**config.mk**
```make
export PLATFORM = sky130hd
export DESIGN_NAME = wildcard_pattern_matcher_unit_flat
export DESIGN_NICKNAME = d
export VERILOG_FILES = /design/src/hdl/wpm_pkg.sv /design/src/hdl/wpm_ifs.sv /design/src/hdl/wpm_front.sv /design/src/hdl/wpm_queue.sv /design/src/hdl/wpm_back.sv /design/src/hdl/wildcard_pattern_matcher_unit.sv /design/src/flat_wrapper.sv
export SDC_FILE = /design/constraint.sdc
export NUM_CORES = 2
export LEC_CHECK = 0
export BUFFER_PORTS_ARGS = -buffer_cell sky130_fd_sc_hd__buf_2
export CORE_MARGIN = 10
export CORE_UTILIZATION = 25
export CTS_BUF_LIST = sky130_fd_sc_hd__clkbuf_4 sky130_fd_sc_hd__clkbuf_8
export CTS_CLUSTER_DIAMETER = 60
export DETAILED_ROUTE_END_ITERATION = 10
export GPL_ROUTABILITY_DRIVEN = 0
export PLACE_DENSITY_LB_ADDON = 0.25
export SETUP_SLACK_MARGIN = 0.05
export SKIP_CTS_REPAIR_TIMING = 1
export SLEW_MARGIN = 20
export SYNTH_ARGS = -nofsm -noshare
export SYNTH_HDL_FRONTEND = slang
export SYNTH_HIERARCHICAL = 1
export SYNTH_SLANG_ARGS = --single-unit
```
**constraint.sdc**
```tcl
create_clock -name clk -period 9.82 [get_ports clk]
set_input_delay 0.491 -clock clk [delete_from_list [all_inputs] [get_ports clk]]
set_output_delay 0.491 -clock clk [all_outputs]
set_load 0.01 [all_outputs]
```
**src/hdl/wpm_pkg.sv**
```systemverilog
// Shared types, sizes and symbol codes for the wildcard pattern matcher.
package wpm_pkg;

  localparam int MaxPattern = 128;
  localparam int IdxW       = (MaxPattern > 1) ? $clog2(MaxPattern) : 1;
  localparam int LenW       = $clog2(MaxPattern + 1);
  localparam int ReachW     = MaxPattern + 1;

  localparam int QueueDepth = 2;
  localparam int PtrW       = (QueueDepth > 1) ? $clog2(QueueDepth) : 1;
  localparam int CntW       = $clog2(QueueDepth + 1);

  localparam logic [7:0] SymAnyOne = 8'h3F;
  localparam logic [7:0] SymAnyRun = 8'h2A;

  typedef enum logic [1:0] {
    OP_CLEAR  = 2'd0,
    OP_APPEND = 2'd1,
    OP_NAME   = 2'd2,
    OP_FINISH = 2'd3
  } op_t;

  typedef struct packed {
    op_t        op;
    logic [7:0] ch;
    logic       is_star;
    logic       is_any;
  } cmd_t;

endpackage

```
**src/hdl/wpm_ifs.sv**
```systemverilog
// Request and result channel interfaces of the wildcard pattern matcher.
interface wpm_in_if;
  logic       valid;
  logic       ready;
  logic [1:0] mode;
  logic [7:0] ch;

  modport source (output valid, output mode, output ch, input ready);
  modport sink (input valid, input mode, input ch, output ready);
endinterface

interface wpm_out_if;
  logic valid;
  logic ready;
  logic matched;
  logic pattern_overflowed;

  modport source (output valid, output matched, output pattern_overflowed, input ready);
  modport sink (input valid, input matched, input pattern_overflowed, output ready);
endinterface

```
**src/hdl/wpm_front.sv**
```systemverilog
// Front end: accepts requests and decodes mode and symbol class.
module wpm_front (
  wpm_in_if.sink        item,
  input  logic          full,
  output logic          push,
  output wpm_pkg::cmd_t cmd
);
  import wpm_pkg::*;

  assign item.ready  = ~full;
  assign push        = item.valid & ~full;
  assign cmd.op      = op_t'(item.mode);
  assign cmd.ch      = item.ch;
  assign cmd.is_star = (item.ch == SymAnyRun);
  assign cmd.is_any  = (item.ch == SymAnyOne);

endmodule

```
**src/hdl/wpm_queue.sv**
```systemverilog
// Short command queue between the front end and the back end.
module wpm_queue (
  input  logic          clk,
  input  logic          rst,
  input  logic          push,
  input  wpm_pkg::cmd_t push_cmd,
  output logic          full,
  input  logic          pop,
  output logic          pop_valid,
  output wpm_pkg::cmd_t pop_cmd
);
  import wpm_pkg::*;

  cmd_t            slots [QueueDepth];
  logic [PtrW-1:0] wr_ptr;
  logic [PtrW-1:0] rd_ptr;
  logic [CntW-1:0] count;
  logic            do_push;
  logic            do_pop;

  assign full      = (count == CntW'(QueueDepth));
  assign pop_valid = (count != '0);
  assign pop_cmd   = slots[rd_ptr];
  assign do_push   = push & ~full;
  assign do_pop    = pop & pop_valid;

  always_ff @(posedge clk) begin
    if (do_push) begin
      slots[wr_ptr] <= push_cmd;
    end
  end

  always_ff @(posedge clk) begin
    if (rst) begin
      wr_ptr <= '0;
      rd_ptr <= '0;
      count  <= '0;
    end else begin
      if (do_push) begin
        wr_ptr <= (wr_ptr == PtrW'(QueueDepth - 1)) ? '0 : wr_ptr + PtrW'(1);
      end
      if (do_pop) begin
        rd_ptr <= (rd_ptr == PtrW'(QueueDepth - 1)) ? '0 : rd_ptr + PtrW'(1);
      end
      if (do_push && !do_pop) begin
        count <= count + CntW'(1);
      end else if (do_pop && !do_push) begin
        count <= count - CntW'(1);
      end
    end
  end

endmodule

```
**src/hdl/wpm_back.sv**
```systemverilog
// Back end: pattern store, reach-set update with star closure, result register.
module wpm_back (
  input  logic          clk,
  input  logic          rst,
  input  logic          cmd_valid,
  input  wpm_pkg::cmd_t cmd,
  output logic          pop,
  wpm_out_if.source     result
);
  import wpm_pkg::*;

  logic [7:0]            pat_chars [MaxPattern];
  logic [MaxPattern-1:0] live;
  logic [MaxPattern-1:0] star;
  logic [MaxPattern-1:0] anyc;
  logic [LenW-1:0]       len;
  logic                  ovf;
  logic [ReachW-1:0]     start_set;
  logic [ReachW-1:0]     start_set_next;
  logic [ReachW-1:0]     reach;
  logic [ReachW-1:0]     reach_next;
  logic                  out_valid;
  logic                  out_matched;
  logic                  out_ovf;

  logic [MaxPattern-1:0] hit;
  logic [MaxPattern-1:0] stay;
  logic [ReachW-1:0]     step_set;
  logic [ReachW-1:0]     prop;
  logic [ReachW-1:0]     gen;
  logic [ReachW:0]       csum;
  logic [ReachW-1:0]     carry;
  logic [ReachW-1:0]     advanced;
  logic                  room;
  logic                  is_finish;

  assign is_finish = (cmd.op == OP_FINISH);
  assign pop       = cmd_valid & (~is_finish | ~out_valid | result.ready);
  assign room      = (len < LenW'(MaxPattern));

  always_comb begin
    for (int i = 0; i < MaxPattern; i++) begin
      hit[i] = reach[i] & live[i] & ~star[i] & (anyc[i] | (pat_chars[i] == cmd.ch));
    end
  end

  // Star closure as a carry chain: runs of stars propagate, reached stars generate.
  assign stay     = reach[MaxPattern-1:0] & live & star;
  assign step_set = {1'b0, stay} | {hit, 1'b0};
  assign prop     = {1'b0, star & live};
  assign gen      = step_set & prop;
  assign csum     = {1'b0, prop} + {1'b0, gen};
  assign carry    = csum[ReachW-1:0] ^ prop ^ gen;
  assign advanced = step_set | carry;

  always_comb begin
    start_set_next = start_set;
    if (cmd.op == OP_CLEAR) begin
      start_set_next = ReachW'(1);
    end else if (cmd.op == OP_APPEND && room) begin
      start_set_next[len + LenW'(1)] = start_set[len] & cmd.is_star;
    end
  end

  always_comb begin
    case (cmd.op)
      OP_NAME: reach_next = advanced;
      default: reach_next = start_set_next;
    endcase
  end

  always_ff @(posedge clk) begin
    if (pop && cmd.op == OP_APPEND && room) begin
      pat_chars[len[IdxW-1:0]] <= cmd.ch;
      star[len[IdxW-1:0]]      <= cmd.is_star;
      anyc[len[IdxW-1:0]]      <= cmd.is_any;
    end
    if (pop && is_finish) begin
      out_matched <= reach[len];
      out_ovf     <= ovf;
    end
  end

  always_ff @(posedge clk) begin
    if (rst) begin
      live      <= '0;
      len       <= '0;
      ovf       <= 1'b0;
      start_set <= ReachW'(1);
      reach     <= ReachW'(1);
      out_valid <= 1'b0;
    end else begin
      if (pop) begin
        start_set <= start_set_next;
        reach     <= reach_next;
        unique case (cmd.op) inside
          OP_CLEAR: begin
            live <= '0;
            len  <= '0;
            ovf  <= 1'b0;
          end
          OP_APPEND: begin
            if (room) begin
              live[len[IdxW-1:0]] <= 1'b1;
              len                 <= len + LenW'(1);
            end else begin
              ovf <= 1'b1;
            end
          end
          OP_NAME, OP_FINISH: begin
          end
          default: begin
          end
        endcase
      end
      if (pop && is_finish) begin
        out_valid <= 1'b1;
      end else if (result.ready) begin
        out_valid <= 1'b0;
      end
    end
  end

  assign result.valid              = out_valid;
  assign result.matched            = out_matched;
  assign result.pattern_overflowed = out_ovf;

endmodule

```
**src/hdl/wildcard_pattern_matcher_unit.sv**
```systemverilog
// Top level of the wildcard pattern matcher.
// Every request (clear, append pattern byte, name byte, finish) is handled by the back end
// as it leaves the queue, so the block sustains one request per cycle, including a continuous
// stream of name bytes, as long as no finish is held back by an earlier result not yet taken.
// That rate rests on the combinational reach-set update: one compare per pattern position
// and one carry-chain add across the pattern for star closure. A request passes a two-entry
// queue before it executes; a finish gives its result from a register in the cycle after it
// executes, and other requests keep flowing while that result waits. The pattern holds up to
// 128 bytes; further appends are dropped and flagged on each result until the next clear.
module wildcard_pattern_matcher_unit (
  input  logic      clk,
  input  logic      rst,
  wpm_in_if.sink    item,
  wpm_out_if.source result
);
  import wpm_pkg::*;

  logic full;
  logic push;
  cmd_t push_cmd;
  logic pop;
  logic pop_valid;
  cmd_t pop_cmd;

  wpm_front u_front (
    .item (item),
    .full (full),
    .push (push),
    .cmd  (push_cmd)
  );

  wpm_queue u_queue (
    .clk       (clk),
    .rst       (rst),
    .push      (push),
    .push_cmd  (push_cmd),
    .full      (full),
    .pop       (pop),
    .pop_valid (pop_valid),
    .pop_cmd   (pop_cmd)
  );

  wpm_back u_back (
    .clk       (clk),
    .rst       (rst),
    .cmd_valid (pop_valid),
    .cmd       (pop_cmd),
    .pop       (pop),
    .result    (result)
  );

endmodule

```
**src/flat_wrapper.sv**
```systemverilog
// flat-port wrapper written by rule: the top's interface ports become plain ports
module wildcard_pattern_matcher_unit_flat import wpm_pkg::*;
  (clk, rst, item_valid, item_mode, item_ch, item_ready, result_valid, result_matched, result_pattern_overflowed, result_ready);
  wpm_in_if item_i ();
  wpm_out_if result_i ();
  input  logic clk;
  input  logic rst;
  input wire logic [$bits(item_i.valid)-1:0] item_valid;
  input wire logic [$bits(item_i.mode)-1:0] item_mode;
  input wire logic [$bits(item_i.ch)-1:0] item_ch;
  output wire logic [$bits(item_i.ready)-1:0] item_ready;
  output wire logic [$bits(result_i.valid)-1:0] result_valid;
  output wire logic [$bits(result_i.matched)-1:0] result_matched;
  output wire logic [$bits(result_i.pattern_overflowed)-1:0] result_pattern_overflowed;
  input wire logic [$bits(result_i.ready)-1:0] result_ready;
  assign item_i.valid = item_valid;
  assign item_i.mode = item_mode;
  assign item_i.ch = item_ch;
  assign item_ready = item_i.ready;
  assign result_valid = result_i.valid;
  assign result_matched = result_i.matched;
  assign result_pattern_overflowed = result_i.pattern_overflowed;
  assign result_i.ready = result_ready;
  wildcard_pattern_matcher_unit u_core (.clk(clk), .rst(rst), .item(item_i), .result(result_i));
endmodule
```
==> results by group <==
Synthesis
  – Syn avg cell area: between 10 and 15 sq um
  – Synthesized cell area: between 80000 and 90000 sq um
  – Top post-synthesis cells by count: edfxtp_1 (1306), xor2_1 (840), nor2_1 (707)
  – Syn Inst Count: 7541
  – Seq cells post-synth: about 1700
  – Post-synth top area share: 47.2%
  – Synth Flop Type: edfxtp_1
  – Sequential share of the synthesized area: 56.9%
  – Syn. warnings: 6
  – Top-count cell post-synth: edfxtp_1
  – Synth cell types: roughly 100
  – EDFF count, synth: 1306
  – Top post-synthesis cells by area: edfxtp_1 (47%), dfxtp_1 (9.7%), xor2_1 (8.9%), a21oi_1 (3.8%), nor2_1 (3.2%)
  – Synth Net Count: around 7600
  – Async set-reset flop share out of synthesis: 0%
  – Largest area contributor in the netlist: edfxtp_1

Setup path
  – Crit start category: flop
  – Worst EP required: around 11000 ps
  – Setup CP Type: reg -> reg
  – Crit path max fanout: 79
  – Path depth of the worst reg2reg path: 20
  – Setup crit end: u_core/u_back/reach[102]$_SDFFE_PP0P_
  – Endpoint type of the worst setup path: flop
  – Worst reg2reg setup slack: 2080 ps
  – CP arrival: 8560 ps
  – Worst reg2reg path endpoint: u_core/u_back/reach[102]$_SDFFE_PP0P_

Cells and area
  – Fill cell count: between 30000 and 40000
  – Area Overhead vs Synth: 14.0%
  – Layout cells sized above 1: approximately 11%
  – Nets@finish: approximately 7700

Floorplanning
  – Starting Density: around 25%
  – Die H: around 600 um
  – Rows: between 200 and 250
  – Ports: 18
  – Chip width: ~600 um
  – Core area: approximately 330000 sq um
  – Die area: between 300000 and 400000 sq um

Clock network
  – Maximum clock insertion buffer count: 4
  – Root Buffer: clkbuf_8
  – CTS tree: built
  – CTS Buf Count: 308
  – Clock Pin Slew Worst Setup and Hold Paths: approximately 60 ps
  – H-tree lvl count: 5
  – Clk sinks: approximately 1700
  – Worst-Skew Late Latency: 1000 ps

Route
  – Via count: about 62000
  – DRT Pass-1 Iters: 9
  – Post-route ant nets: 0
  – DR vias/cell: about 5.1
  – Final wirelength: between 200000 and 300000 um
  – DRC viols: 0
  – Drt wl/cell: between 20 and 25 um
  – Violation count after the first detailed-route iteration: 6469

Global route
  – Total GRT Usage: around 15%
  – GRT overflow: 0
  – Largest net degree at the start of global routing: roughly 140
  – Number of global-route vias before repair: about 60000
  – Global-route wire length before repair: roughly 420000 um
  – Initial antenna violation count: 8

Pwr
  – Overall Power: about 22 mW
  – VDD IR max: about 0.17 mV
  – PD cells: 233 nW/um^2
  – Total leakage power: 29.4 nW

STA
  – Final worst path period share: 78.9%
  – Final Skew: ~97 ps
  – Setup_tns: 0 ps
  – Fin. max-slew vios: 0
  – RSZ-0062 raised after global routing: no
  – Max Freq: 0.129 GHz
  – Final setup vio count: 0
  – Min Tclk post-route: around 7700 ps
  – Worst Max-Slew Pin Slew: 1290 ps
  – Slew HR: 14.0%
  – Final Hold Vio Count: 0

Placed design
  – DP HPWL: around 190000 um
  – Port Buf Inserts: 17

Job
  – Number of max-cap violations: 0

Worst hold path
  – Min-delay src: item_valid
  – Worst Hold Class: in -> reg

Status
  – Status: finished clean
==> critical path, cell delays in order (launching register included) <==
cell       delay (ps)
dfxtp_1           940
mux2_8            830
xnor2_1           200
nand4_1           200
nor2_1            130
nor2_1             50
nor2_1            150
nor3_1             80
ha_1              220
or2_2             310
a311o_1           390
o2111a_1          240
nor3_1            690
o41ai_1           290
a22oi_1           680
a211oi_1          320
a211oi_1          810
a21o_1            300
o21bai_1          120
a2111oi_0         460
o21ai_0           150
==> cells by family after synthesis <==
kind of cell / Yosys count / synth area share (%)
buf+inv: 460 / 2.84
compound gates: 1789 / 13.8
mux: 88 / 1.47
fa+ha+maj: 7 / 0.105
simple gates: 2454 / 13.9
xor+xnor: 1036 / 10.9
flops: 1707 / 56.9
==> cell usage in the layout, fill, tap and decap left out, types with 25 or more instances in the layout <==
cell      count
nand3_1     225
or4_1        43
a21o_1       49
a21oi_1     639
mux4_2       25
dfxtp_1     397
buf_4       130
nor2b_1      29
a221oi_1     29
o31ai_1      62
clkinv_1     38
clkbuf_4    111
xnor2_1     196
a41o_1       25
o21ai_0     338
a22oi_1      55
nand2_1     701
edfxtp_1   1306
and2_1       66
nand3b_1     30
nor4_1      252
o21a_1       28
o211ai_1     35
nand4_1      69
inv_1        84
or2_2        38
a211oi_1     50
a31oi_1      81
a22o_1       26
nor3_1      139
o221ai_1     27
xor2_1      840
or3_1        42
o21bai_1     51
nor2_1      693
clkbuf_8    352
mux2i_1      38
==> through the flow <==
| step | cell area, sq um | std cells | util, % | hold WS, ps | worst slack (ps) |
|---|---|---|---|---|---|
| after global placement | 88000 | 11688 | 26.6 | 452 | 2000 |
| after global routing | 94700 | 12261 | 28.6 | 20.2 | 1820 |
| final | 94700 | 12262 | 28.6 | 26.1 | 2080 |
| after CTS | 94500 | 12244 | 28.6 | -375 | 1990 |
| after detailed placement | 88100 | 11688 | 26.6 | 459 | 2060 |
| after floorplan | 83100 | 7541 | - | 409 | 4190 |
==> sequential cells by signal, indices dropped and copies added, names as in the netlist, 2 cells and up, named ones only <==
signal and cells:
u_core/u_back/pat_chars 1024, u_core/u_back/reach 129, u_core/u_back/start_set 129, u_core/u_back/anyc 128, u_core/u_back/live 128, u_core/u_back/star 128
u_core/u_queue/slots 24, u_core/u_back/len 8, u_core/u_queue/count 2
==> how the worst min path moves through the flow <==
| stage | to | cells past startpoint |
|---|---|---|
| after floorplan | u_core/u_back/result.pattern_overflowed$_DFFE_PP_ | 0 |
| after global placement | u_core/u_back/start_set[4]$_SDFFE_PP0P_ | 2 |
| after detailed placement | u_core/u_back/start_set[71]$_SDFFE_PP0P_ | 2 |
| after CTS | u_core/u_queue/slots[0][10]$_DFFE_PP_ | 1 |
| after global routing | u_core/u_queue/wr_ptr$_SDFFE_PP0P_ | 5 |
| final | u_core/u_queue/wr_ptr$_SDFFE_PP0P_ | 5 |
==> routing by layer <==
metal	wire length, um	GRT usage, %	vias up
met5	13	0	-
met4	12200	6.13	2
met3	20700	2.82	582
met2	128000	23.9	2460
met1	127000	21.0	31185
li1	-	-	28213
==> power by group <==
group	internal (mW)	leakage, nW	switching, mW
Sequential	8.68	15.0	0.367
Combinational	1.67	11.0	4.36
Clock	3.90	3.38	3.08
==> cell type report <==
class                      count  area [sq um]  share of cell area (%)
sequential                  1707         47300                    49.9
multi-input combinational   5374         33800                    35.7
clock buffer                 462          5660                    5.98
tap                         4366          5460                    5.77
timing repair buffer         167          1360                    1.43
clock inverter                94           749                   0.792
inverter                      87           332                   0.350
antenna                        5          12.5                  0.0132
Note: power is estimated with default switching activity, not from simulation.
